**config.mk**
```make
export PLATFORM = sky130hd
export DESIGN_NAME = offset_chained_reorder_buffer_core_flat
export DESIGN_NICKNAME = d
export VERILOG_FILES = /design/src/hdl/ocrb_pkg.sv /design/src/hdl/ocrb_chan_if.sv /design/src/hdl/ocrb_ram.sv /design/src/hdl/ocrb_ctrl.sv /design/src/hdl/offset_chained_reorder_buffer_core.sv /design/src/flat_wrapper.sv
export SDC_FILE = /design/constraint.sdc
export NUM_CORES = 2
export LEC_CHECK = 0
export BUFFER_PORTS_ARGS = -buffer_cell sky130_fd_sc_hd__buf_2
export CAP_MARGIN = 10
export CORE_ASPECT_RATIO = 0.75
export CORE_UTILIZATION = 45
export CTS_CLUSTER_DIAMETER = 40
export DETAILED_ROUTE_END_ITERATION = 8
export PLACE_DENSITY = 0.58
export RECOVER_POWER = 25
export SYNTH_ARGS = -nofsm -noshare
export SYNTH_HDL_FRONTEND = slang
export SYNTH_SLANG_ARGS = --single-unit
```
**constraint.sdc**
```tcl
create_clock -name clk -period 22.9 [get_ports clk]
set_clock_uncertainty 0.05 [all_clocks]
set_input_delay 2.29 -clock clk [delete_from_list [all_inputs] [get_ports clk]]
set_output_delay 2.29 -clock clk [all_outputs]
set_load 0.03 [all_outputs]
```
**src/hdl/ocrb_pkg.sv**
```systemverilog
// -----------------------------------------------------------------------------
// ocrb_pkg
// Types and codes shared by the offset-chained reorder buffer files.
// -----------------------------------------------------------------------------
package ocrb_pkg;

	localparam logic       KIND_RELEASE = 1'b0;
	localparam logic       KIND_STATUS  = 1'b1;

	localparam logic [1:0] ST_STORED    = 2'd0;
	localparam logic [1:0] ST_DUP       = 2'd1;
	localparam logic [1:0] ST_FULL      = 2'd2;

	typedef struct packed {
		logic [63:0] window_begin;
		logic [63:0] window_end;
		logic [15:0] batch_tag;
		logic        has_updates;
	} ocrb_in_t;

	typedef struct packed {
		logic        item_kind;
		logic [63:0] out_begin;
		logic [63:0] out_end;
		logic [15:0] out_tag;
		logic        write_needed;
		logic [1:0]  input_status;
		logic        last_of_run;
	} ocrb_out_t;

	// one stored batch as it sits in the entry RAM
	typedef struct packed {
		logic [63:0] begin_ofs;
		logic [63:0] end_ofs;
		logic [15:0] tag;
		logic        has_upd;
	} ocrb_entry_t;

	localparam int ENTRY_W = $bits(ocrb_entry_t);

	// item handed from the sequencer to the output register
	typedef struct packed {
		logic      valid;
		ocrb_out_t item;
	} ocrb_emit_t;

endpackage

```
**src/hdl/ocrb_chan_if.sv**
```systemverilog
// -----------------------------------------------------------------------------
// ocrb_chan_if
// Valid/ready channel carrying one payload item per handshake.
// -----------------------------------------------------------------------------
interface ocrb_chan_if #(
	parameter type T_t = logic
) ();

	logic valid;
	logic ready;
	T_t   data;

	modport source (output valid, output data, input ready);
	modport sink   (input valid, input data, output ready);

endinterface

```
**src/hdl/ocrb_ram.sv**
```systemverilog
// -----------------------------------------------------------------------------
// ocrb_ram
// Generic simple dual-port RAM, one write and one registered read port.
// -----------------------------------------------------------------------------
module ocrb_ram #(
	parameter int WIDTH = 8,
	parameter int DEPTH = 16
) (
	input  logic                     clk,
	input  logic                     we,
	input  logic [$clog2(DEPTH)-1:0] waddr,
	input  logic [WIDTH-1:0]         wdata,
	input  logic                     re,
	input  logic [$clog2(DEPTH)-1:0] raddr,
	output logic [WIDTH-1:0]         rdata
);

	logic [WIDTH-1:0] mem [DEPTH];

	always_ff @(posedge clk) begin
		if (we) begin
			mem[waddr] <= wdata;
		end
		if (re) begin
			rdata <= mem[raddr];
		end
	end

endmodule

```
**src/hdl/ocrb_ctrl.sv**
```systemverilog
// -----------------------------------------------------------------------------
// ocrb_ctrl
// Sequencer: key scans over the entry RAM, insert, chained release, status.
// -----------------------------------------------------------------------------
module ocrb_ctrl
	import ocrb_pkg::*;
#(
	parameter int STORE_DEPTH = 16,
	localparam int IDX_W = $clog2(STORE_DEPTH)
) (
	input  logic               clk,
	input  logic               arst_n,
	input  logic               in_valid,
	output logic               in_ready,
	input  ocrb_in_t           in_data,
	input  logic               cfg_we,
	input  logic [63:0]        cfg_wdata,
	input  logic               out_free,
	output ocrb_emit_t         emit,
	output logic               ram_we,
	output logic [IDX_W-1:0]   ram_waddr,
	output logic [ENTRY_W-1:0] ram_wdata,
	output logic               ram_re,
	output logic [IDX_W-1:0]   ram_raddr,
	input  logic [ENTRY_W-1:0] ram_rdata
);

	typedef enum logic [2:0] {
		S_IDLE,
		S_SCAN,
		S_STORE,
		S_EMIT_REL,
		S_EMIT_STS
	} state_t;

	localparam logic [IDX_W-1:0] LAST_IDX = IDX_W'(STORE_DEPTH - 1);

	state_t                 state_q;
	logic [STORE_DEPTH-1:0] valid_q;
	logic [63:0]            expected_q;
	logic [63:0]            key_q;
	logic                   rel_mode_q;
	logic [IDX_W-1:0]       idx_q;
	logic                   issuing_q;
	logic                   free_ok_q;
	logic [IDX_W-1:0]       free_idx_q;
	logic [1:0]             status_q;
	ocrb_in_t               in_q;
	ocrb_entry_t            hit_entry_q;
	logic [IDX_W-1:0]       hit_idx_q;
	logic                   cmp_act_s1;
	logic                   cmp_vld_s1;
	logic [IDX_W-1:0]       cmp_idx_s1;

	ocrb_entry_t entry_rd;
	ocrb_entry_t entry_wr;
	logic        hit;
	logic        scan_done;

	always_comb begin
		entry_rd  = ocrb_entry_t'(ram_rdata);
		hit       = (state_q == S_SCAN) && cmp_vld_s1 && (entry_rd.begin_ofs == key_q);
		// last read compared, nothing matched
		scan_done = (state_q == S_SCAN) && cmp_act_s1 && !issuing_q && !hit;

		in_ready  = (state_q == S_IDLE);

		ram_re    = (state_q == S_SCAN) && issuing_q;
		ram_raddr = idx_q;

		entry_wr.begin_ofs = in_q.window_begin;
		entry_wr.end_ofs   = in_q.window_end;
		entry_wr.tag       = in_q.batch_tag;
		entry_wr.has_upd   = in_q.has_updates;
		ram_we    = (state_q == S_STORE) && free_ok_q;
		ram_waddr = free_idx_q;
		ram_wdata = entry_wr;

		emit = '0;
		if (state_q == S_EMIT_REL && out_free) begin
			emit.valid             = 1'b1;
			emit.item.item_kind    = KIND_RELEASE;
			emit.item.out_begin    = hit_entry_q.begin_ofs;
			emit.item.out_end      = hit_entry_q.end_ofs;
			emit.item.out_tag      = hit_entry_q.tag;
			emit.item.write_needed = hit_entry_q.has_upd;
		end else if (state_q == S_EMIT_STS && out_free) begin
			emit.valid             = 1'b1;
			emit.item.item_kind    = KIND_STATUS;
			emit.item.input_status = status_q;
			emit.item.last_of_run  = 1'b1;
		end
	end

	always_ff @(posedge clk or negedge arst_n) begin
		if (!arst_n) begin
			state_q     <= S_IDLE;
			valid_q     <= '0;
			expected_q  <= '0;
			key_q       <= '0;
			rel_mode_q  <= 1'b0;
			idx_q       <= '0;
			issuing_q   <= 1'b0;
			free_ok_q   <= 1'b0;
			free_idx_q  <= '0;
			status_q    <= ST_STORED;
			in_q        <= '0;
			hit_entry_q <= '0;
			hit_idx_q   <= '0;
			cmp_act_s1  <= 1'b0;
			cmp_vld_s1  <= 1'b0;
			cmp_idx_s1  <= '0;
		end else begin
			// compare stage lines up with the registered RAM read
			cmp_act_s1 <= ram_re && !hit;
			cmp_vld_s1 <= ram_re && valid_q[idx_q] && !hit;
			cmp_idx_s1 <= idx_q;

			if (cfg_we) begin
				expected_q <= cfg_wdata;
			end

			case (state_q)
				S_IDLE: begin
					if (in_valid) begin
						in_q       <= in_data;
						key_q      <= in_data.window_begin;
						rel_mode_q <= 1'b0;
						free_ok_q  <= 1'b0;
						idx_q      <= '0;
						issuing_q  <= 1'b1;
						state_q    <= S_SCAN;
					end
				end
				S_SCAN: begin
					if (issuing_q) begin
						idx_q <= IDX_W'(idx_q + 1'b1);
						if (idx_q == LAST_IDX) begin
							issuing_q <= 1'b0;
						end
						// lowest free slot, noted on the duplicate scan
						if (!rel_mode_q && !valid_q[idx_q] && !free_ok_q) begin
							free_ok_q  <= 1'b1;
							free_idx_q <= idx_q;
						end
					end
					if (hit) begin
						if (!rel_mode_q) begin
							status_q   <= ST_DUP;
							key_q      <= expected_q;
							rel_mode_q <= 1'b1;
							idx_q      <= '0;
							issuing_q  <= 1'b1;
						end else begin
							hit_entry_q <= entry_rd;
							hit_idx_q   <= cmp_idx_s1;
							issuing_q   <= 1'b0;
							state_q     <= S_EMIT_REL;
						end
					end else if (scan_done) begin
						state_q <= rel_mode_q ? S_EMIT_STS : S_STORE;
					end
				end
				S_STORE: begin
					if (free_ok_q) begin
						valid_q[free_idx_q] <= 1'b1;
						status_q            <= ST_STORED;
					end else begin
						status_q <= ST_FULL;
					end
					key_q      <= expected_q;
					rel_mode_q <= 1'b1;
					idx_q      <= '0;
					issuing_q  <= 1'b1;
					state_q    <= S_SCAN;
				end
				S_EMIT_REL: begin
					if (out_free) begin
						valid_q[hit_idx_q] <= 1'b0;
						expected_q         <= hit_entry_q.end_ofs;
						key_q              <= hit_entry_q.end_ofs;
						idx_q              <= '0;
						issuing_q          <= 1'b1;
						state_q            <= S_SCAN;
					end
				end
				S_EMIT_STS: begin
					if (out_free) begin
						state_q <= S_IDLE;
					end
				end
				default: begin
					state_q <= S_IDLE;
				end
			endcase
		end
	end

	// an item is only handed over when the output register can take it
	a_emit_space: assert property (@(posedge clk) disable iff (!arst_n)
		emit.valid |-> out_free)
		else $error("item emitted into a full output register");

	// inserts only go to a free slot
	a_store_free: assert property (@(posedge clk) disable iff (!arst_n)
		ram_we |-> !valid_q[ram_waddr])
		else $error("insert overwrites a live entry");

	// a released entry leaves the store
	a_release_clears: assert property (@(posedge clk) disable iff (!arst_n)
		(emit.valid && emit.item.item_kind == KIND_RELEASE) |=> !valid_q[$past(hit_idx_q)])
		else $error("released entry still valid");

	// the status item closes the run and frees the input side
	a_status_ends: assert property (@(posedge clk) disable iff (!arst_n)
		(emit.valid && emit.item.last_of_run) |=> in_ready)
		else $error("input not ready after status item");

endmodule

```
**src/hdl/offset_chained_reorder_buffer_core.sv**
```systemverilog
// -----------------------------------------------------------------------------
// offset_chained_reorder_buffer_core
// Reorder buffer keyed by window begin offset; releases batches in offset
// chain order and closes each input's run with a status item.
// -----------------------------------------------------------------------------
//  channel  | dir | handshake        | payload
//  ---------+-----+------------------+---------------------------------------
//  batch    | in  | valid/ready      | window_begin, window_end, batch_tag,
//           |     |                  | has_updates
//  result   | out | valid/ready      | item_kind, out_begin, out_end, out_tag,
//           |     |                  | write_needed, input_status, last_of_run
//  cfg      | in  | cfg_we/cfg_wdata | start_offset, no read-back
//
// One batch at a time. Every key search reads the entry RAM from slot 0 at one
// read a cycle and ends at the first match or after the last slot.
// A result stall holds the sequencer at the next item it wants to emit.
// After reset the store is empty and the expected offset is 0; no clearing pass.
// -----------------------------------------------------------------------------
module offset_chained_reorder_buffer_core
	import ocrb_pkg::*;
#(
	parameter int STORE_DEPTH = 16
) (
	input  logic        clk,
	input  logic        arst_n,
	input  logic        cfg_we,
	input  logic [63:0] cfg_wdata,
	ocrb_chan_if.sink   batch,
	ocrb_chan_if.source result
);

	localparam int IDX_W = $clog2(STORE_DEPTH);

	ocrb_emit_t         emit;
	logic               out_free;
	logic               out_valid_q;
	ocrb_out_t          out_q;
	logic               ram_we;
	logic [IDX_W-1:0]   ram_waddr;
	logic [ENTRY_W-1:0] ram_wdata;
	logic               ram_re;
	logic [IDX_W-1:0]   ram_raddr;
	logic [ENTRY_W-1:0] ram_rdata;

	ocrb_ctrl #(
		.STORE_DEPTH (STORE_DEPTH)
	) u_ctrl (
		.clk       (clk),
		.arst_n    (arst_n),
		.in_valid  (batch.valid),
		.in_ready  (batch.ready),
		.in_data   (batch.data),
		.cfg_we    (cfg_we),
		.cfg_wdata (cfg_wdata),
		.out_free  (out_free),
		.emit      (emit),
		.ram_we    (ram_we),
		.ram_waddr (ram_waddr),
		.ram_wdata (ram_wdata),
		.ram_re    (ram_re),
		.ram_raddr (ram_raddr),
		.ram_rdata (ram_rdata)
	);

	ocrb_ram #(
		.WIDTH (ENTRY_W),
		.DEPTH (STORE_DEPTH)
	) u_entry_ram (
		.clk   (clk),
		.we    (ram_we),
		.waddr (ram_waddr),
		.wdata (ram_wdata),
		.re    (ram_re),
		.raddr (ram_raddr),
		.rdata (ram_rdata)
	);

	// output register: refilled in the cycle the held item leaves
	assign out_free     = !out_valid_q || result.ready;
	assign result.valid = out_valid_q;
	assign result.data  = out_q;

	always_ff @(posedge clk or negedge arst_n) begin
		if (!arst_n) begin
			out_valid_q <= 1'b0;
			out_q       <= '0;
		end else if (emit.valid) begin
			out_valid_q <= 1'b1;
			out_q       <= emit.item;
		end else if (result.ready) begin
			out_valid_q <= 1'b0;
		end
	end

endmodule

```
**src/flat_wrapper.sv**
```systemverilog
// flat-port wrapper written by rule: the top's interface ports become plain ports
module offset_chained_reorder_buffer_core_flat import ocrb_pkg::*;
#(
	parameter int STORE_DEPTH = 16
)
  (clk, arst_n, cfg_we, cfg_wdata, batch_valid, batch_data, batch_ready, result_valid, result_data, result_ready);
  ocrb_chan_if #(.T_t(ocrb_in_t)) batch_i ();
  ocrb_chan_if #(.T_t(ocrb_out_t)) result_i ();
  input  logic clk;
  input  logic arst_n;
  input  logic cfg_we;
  input  logic [63:0] cfg_wdata;
  input wire logic [$bits(batch_i.valid)-1:0] batch_valid;
  input wire logic [$bits(batch_i.data)-1:0] batch_data;
  output wire logic [$bits(batch_i.ready)-1:0] batch_ready;
  output wire logic [$bits(result_i.valid)-1:0] result_valid;
  output wire logic [$bits(result_i.data)-1:0] result_data;
  input wire logic [$bits(result_i.ready)-1:0] result_ready;
  assign batch_i.valid = batch_valid;
  assign batch_i.data = batch_data;
  assign batch_ready = batch_i.ready;
  assign result_valid = result_i.valid;
  assign result_data = result_i.data;
  assign result_i.ready = result_ready;
  offset_chained_reorder_buffer_core #(.STORE_DEPTH(STORE_DEPTH)) u_core (.clk(clk), .arst_n(arst_n), .cfg_we(cfg_we), .cfg_wdata(cfg_wdata), .batch(batch_i), .result(result_i));
endmodule
```
==> impl_metrics.tcl <==
set metrics [dict create \
    grt_antenna_before_repair 29 \
    instances_no_fill 9754 \
    die-height_um 443 \
    capturing_point_of_the_worst_reg2reg_path "u_core.u_entry_ram.rdata[50]$_DFFE_PP_" \
    ys_warn_count 0 \
    layout.core_utilization_pct 52.7 \
    power.switching_fraction_pct 29.2 \
    slew_headroom_pct 22.7 \
    worst_hold_path.num_cells 2 \
    number_of_synthesized_flops_with_an_enable_pin 2465 \
    detail_route.vias_per_cell 5.88 \
    hp-class "flop to flop" \
    ioPinCount 365 \
    post_drt_wl_per_cell_um 32.0 \
    cts_repair_resize_count 0 \
    rows 161 \
    timing.setup.tns_ns 0 \
    hold_start "u_core.result.data[77]$_DFFE_PN0P_" \
    die_width_um 590 \
    syn-instance-count 5444 \
    global_route_total_usage_across_every_layer_pct 23.9 \
    timing.critical_path.buf_inv 5 \
    crit_path_max_incr_delay_ns 0.92 \
    postLayoutSetupSlackWorst_ns 16.04 \
    netlist_area_um2 117000 \
    cts_hold_repair.buffers 0 \
    numPlacedInstances 9050 \
    maximum_fanout_along_the_worst_path 49 \
    power_leakage_nw 47.5 \
    ys.flop_type "sky130_fd_sc_hd__edfxtp_1" \
    p_switching_mw 5.09 \
    h-tree-depth 5 \
    initial_core_utilization_pct 45.4 \
    power.share.clock_pct 34.3 \
    clk_transition_reported_paths_ns 0.06 \
    cpMaxStageDelayCell "sky130_fd_sc_hd__dfrtp_4" \
    clock-root-buffer "sky130_fd_sc_hd__clkbuf_16" \
    cts_buffers 376 \
    cpLargestDelayFamily "buffers and inverters" \
    postCtsSetupBuffers 0 \
    routabilityCongestion 0.801 \
    crit_top_cell "sky130_fd_sc_hd__buf_4" \
    maxCapViolCount 0 \
    power.sequential.fraction_pct 46.5 \
    drc_violation_total_after_the_first_tritonroute_iteration 6423 \
    worst_ep_required_time_ns 23.46 \
    wire_length_of_the_first_global_routing_pass_mm 443 \
    run_status "completed" \
    grt_start_max_net_pins 97 \
    fmax_ghz 0.146 \
    cp.arrival_ns 7.42 \
    regToRegStartpoint "u_core.u_ctrl.ram_raddr[0]$_DFFE_PN0P_" \
    power_report.internal_total_mw 12.4 \
    die_area_um2 261000 \
    whs_ns 0.419 \
    area_delta_synth_final_pct 16.2 \
    timing.final.hold_violations 0 \
    crit_path_end_kind "flop" \
    rr_worst_depth 7 \
    design.core.area_um2 257000 \
    clk_path_buf_depth 4 \
    maximum_resistive_drop_on_vdd_mv 0.0839 \
    critPathLaunchType "flop" \
    ant_nets 0 \
    power_density_nw_per_um2 129 \
    holdPathEnd "u_core.result.data[77]$_DFFE_PN0P_" \
    report.power.total_mw 17.5 \
    drc 0 \
    synthesis.nets 5659 \
    via_count_of_the_first_global_routing_pass 57900 \
    finalSetupViolCount 0 \
    synth-seq-area-share_pct 76.5 \
    clock_tree_from_tritoncts "done" \
    fraction_of_layout_cells_with_a_size_suffix_above_1_pct 35.0 \
    detail_route.first_pass.iterations 5 \
    timing_worst_slew_pin_value_ns 1.16 \
    hpwl_mm 171 \
    pre_cts_slack_ns 15.76 \
    worst-r2r-setup-slack_ns 16.04 \
    number_of_nets_in_the_layout 6221 \
    post_route_wl_mm 313 \
    most_frequent_standard_cell_in_the_layout_excluding_fill_and_tap_cells "sky130_fd_sc_hd__edfxtp_1" \
    gr-total-overflow 0 \
    io_buffer_count 364 \
    netlist_cell_types 54 \
    startpoint "u_core.u_ctrl.ram_raddr[0]$_DFFE_PN0P_" \
    layout_common_cells "2465 x sky130_fd_sc_hd__edfxtp_1, 730 x sky130_fd_sc_hd__mux4_2, 603 x sky130_fd_sc_hd__dfrtp_1, 389 x sky130_fd_sc_hd__clkbuf_16, 363 x sky130_fd_sc_hd__buf_2" \
    clkSinkCount 3074 \
    postLayoutCellArea_um2 136000 \
    report.final.slew_viol_count 0 \
    clock_period_minus_final_worst_setup_slack_ns 6.86 \
    rsz_0062_raised_after_global_routing "false" \
    path_class "flop to flop" \
    clkLatencyLatePin_ns 0.88 \
    period_share_pct 30.0 \
    placed_cell_area_um2 123000 \
    synth-seq-cells 3074 \
    route.vias.total 57300 \
    synth-async-reset-ratio_pct 19.8 \
    postSynthAreaPerCell_um2 21.4 \
    power.combinational.fraction_pct 19.3 \
    timing.critical_path.cells "buf_4, buf_4, buf_4, buf_4, buf_4, mux4_2, mux4_2" \
]
[cell usage after synthesis (all sizes together) (3+ instances only)]
library cell	number	area [um2]
edfxtp	2465	74000
mux4	730	16400
dfrtp	609	15200
mux2	355	4070
nand2	272	1020
clkbuf	212	796
mux2i	137	1370
o21ai	123	616
nor2	115	432
a21oi	91	455
a22o	82	718
buf	78	320
xnor2	42	368
inv	20	75.1
nand3	12	60.1
nand2b	11	68.8
nand4	11	68.8
nor3	11	55.1
nor2b	10	62.6
xor2	8	70.1
nor4	7	43.8
o22ai	7	43.8
and2	3	18.8
and3	3	18.8
or3	3	18.8
or4	3	26.3
[how the worst max path moves through the flow]
| stage | to | slack (ns) | cells after the start |
|---|---|---|---|
| global route | u_core.u_entry_ram.rdata[50]$_DFFE_PP_ | 15.32 | 7 |
| CTS | u_core.u_entry_ram.rdata[50]$_DFFE_PP_ | 15.77 | 7 |
| global placement | u_core.u_entry_ram.rdata[50]$_DFFE_PP_ | 15.77 | 7 |
| detailed placement | u_core.u_entry_ram.rdata[50]$_DFFE_PP_ | 15.76 | 7 |
| finish | u_core.u_entry_ram.rdata[50]$_DFFE_PP_ | 16.04 | 7 |
| floorplan | u_core.u_entry_ram.mem[0][0]$_DFFE_PP_ | 10.84 | 5 |
[routing by layer]
layer / track usage (%) / vias up / share of wire [%]
met1: 35.0 / 31300 / 43
met4: 6.02 / 4 / 2.5
met3: 3.89 / 426 / 6.6
met5: 0 / - / 0.0086
li1: - / 23500 / -
met2: 37.8 / 2135 / 48
[worst register-to-register path: stages (launching register included)]
cell and delay, ns:
sky130_fd_sc_hd__dfrtp_4 0.92, sky130_fd_sc_hd__buf_4 0.87, sky130_fd_sc_hd__buf_4 0.91, sky130_fd_sc_hd__buf_4 0.88, sky130_fd_sc_hd__buf_4 0.92, sky130_fd_sc_hd__buf_4 0.89, sky130_fd_sc_hd__mux4_2 0.65, sky130_fd_sc_hd__mux4_2 0.49
[power groups by stage]
stage | clock network (mW) | logic, mW | registers (mW)
3_5_place_dp | 0 | 3.41 | 8.21
4_1_cts | 6.08 | 3.42 | 8.10
3_3_place_gp | 0 | 3.39 | 8.16
6_report | 5.98 | 3.36 | 8.11
2_1_floorplan | 0 | 2.47 | 7.71
5_1_grt | 6.30 | 3.58 | 8.20
[sequential cells by signal, indices dropped and copies added (netlist names)]
name                       cells
u_core.result.data           148
u_core.result.valid            1
u_core.u_ctrl.cmp_act_s1       1
u_core.u_ctrl.cmp_idx_s1       4
u_core.u_ctrl.cmp_vld_s1       1
u_core.u_ctrl.expected_q      64
u_core.u_ctrl.free_ok_q        1
u_core.u_ctrl.hit_entry_q    145
u_core.u_ctrl.hit_idx_q        4
u_core.u_ctrl.issuing_q        1
u_core.u_ctrl.key_q           64
u_core.u_ctrl.ram_raddr        4
u_core.u_ctrl.ram_waddr        4
u_core.u_ctrl.ram_wdata      145
u_core.u_ctrl.rel_mode_q       1
u_core.u_ctrl.state_q          3
u_core.u_ctrl.status_q         2
u_core.u_ctrl.valid_q         16
u_core.u_entry_ram.mem      2320
u_core.u_entry_ram.rdata     145
[cells by family after synthesis]
family	count (synthesis)	share of synthesized area [%]
and+or+nand+nor	464	1.65
muxes	1222	18.8
buffers and inverters	311	1.02
adders and majority gates	1	0.0107
AOI/OAI and AO/OA	322	1.72
DFF	3074	76.5
xor gates and xnor gates	50	0.375
[area by class of cell]
type                       count  area (um2)
multi-input combinational   2059       26400
antenna                        6        15.0
inverter                      21        87.6
fill                       19900      122000
timing repair buffer         474        2810
tap                         3423        4280
sequential                  3074       89300
clock inverter               254        2640
clock buffer                 443       10100
Note: power is estimated with default switching activity, not from simulation.
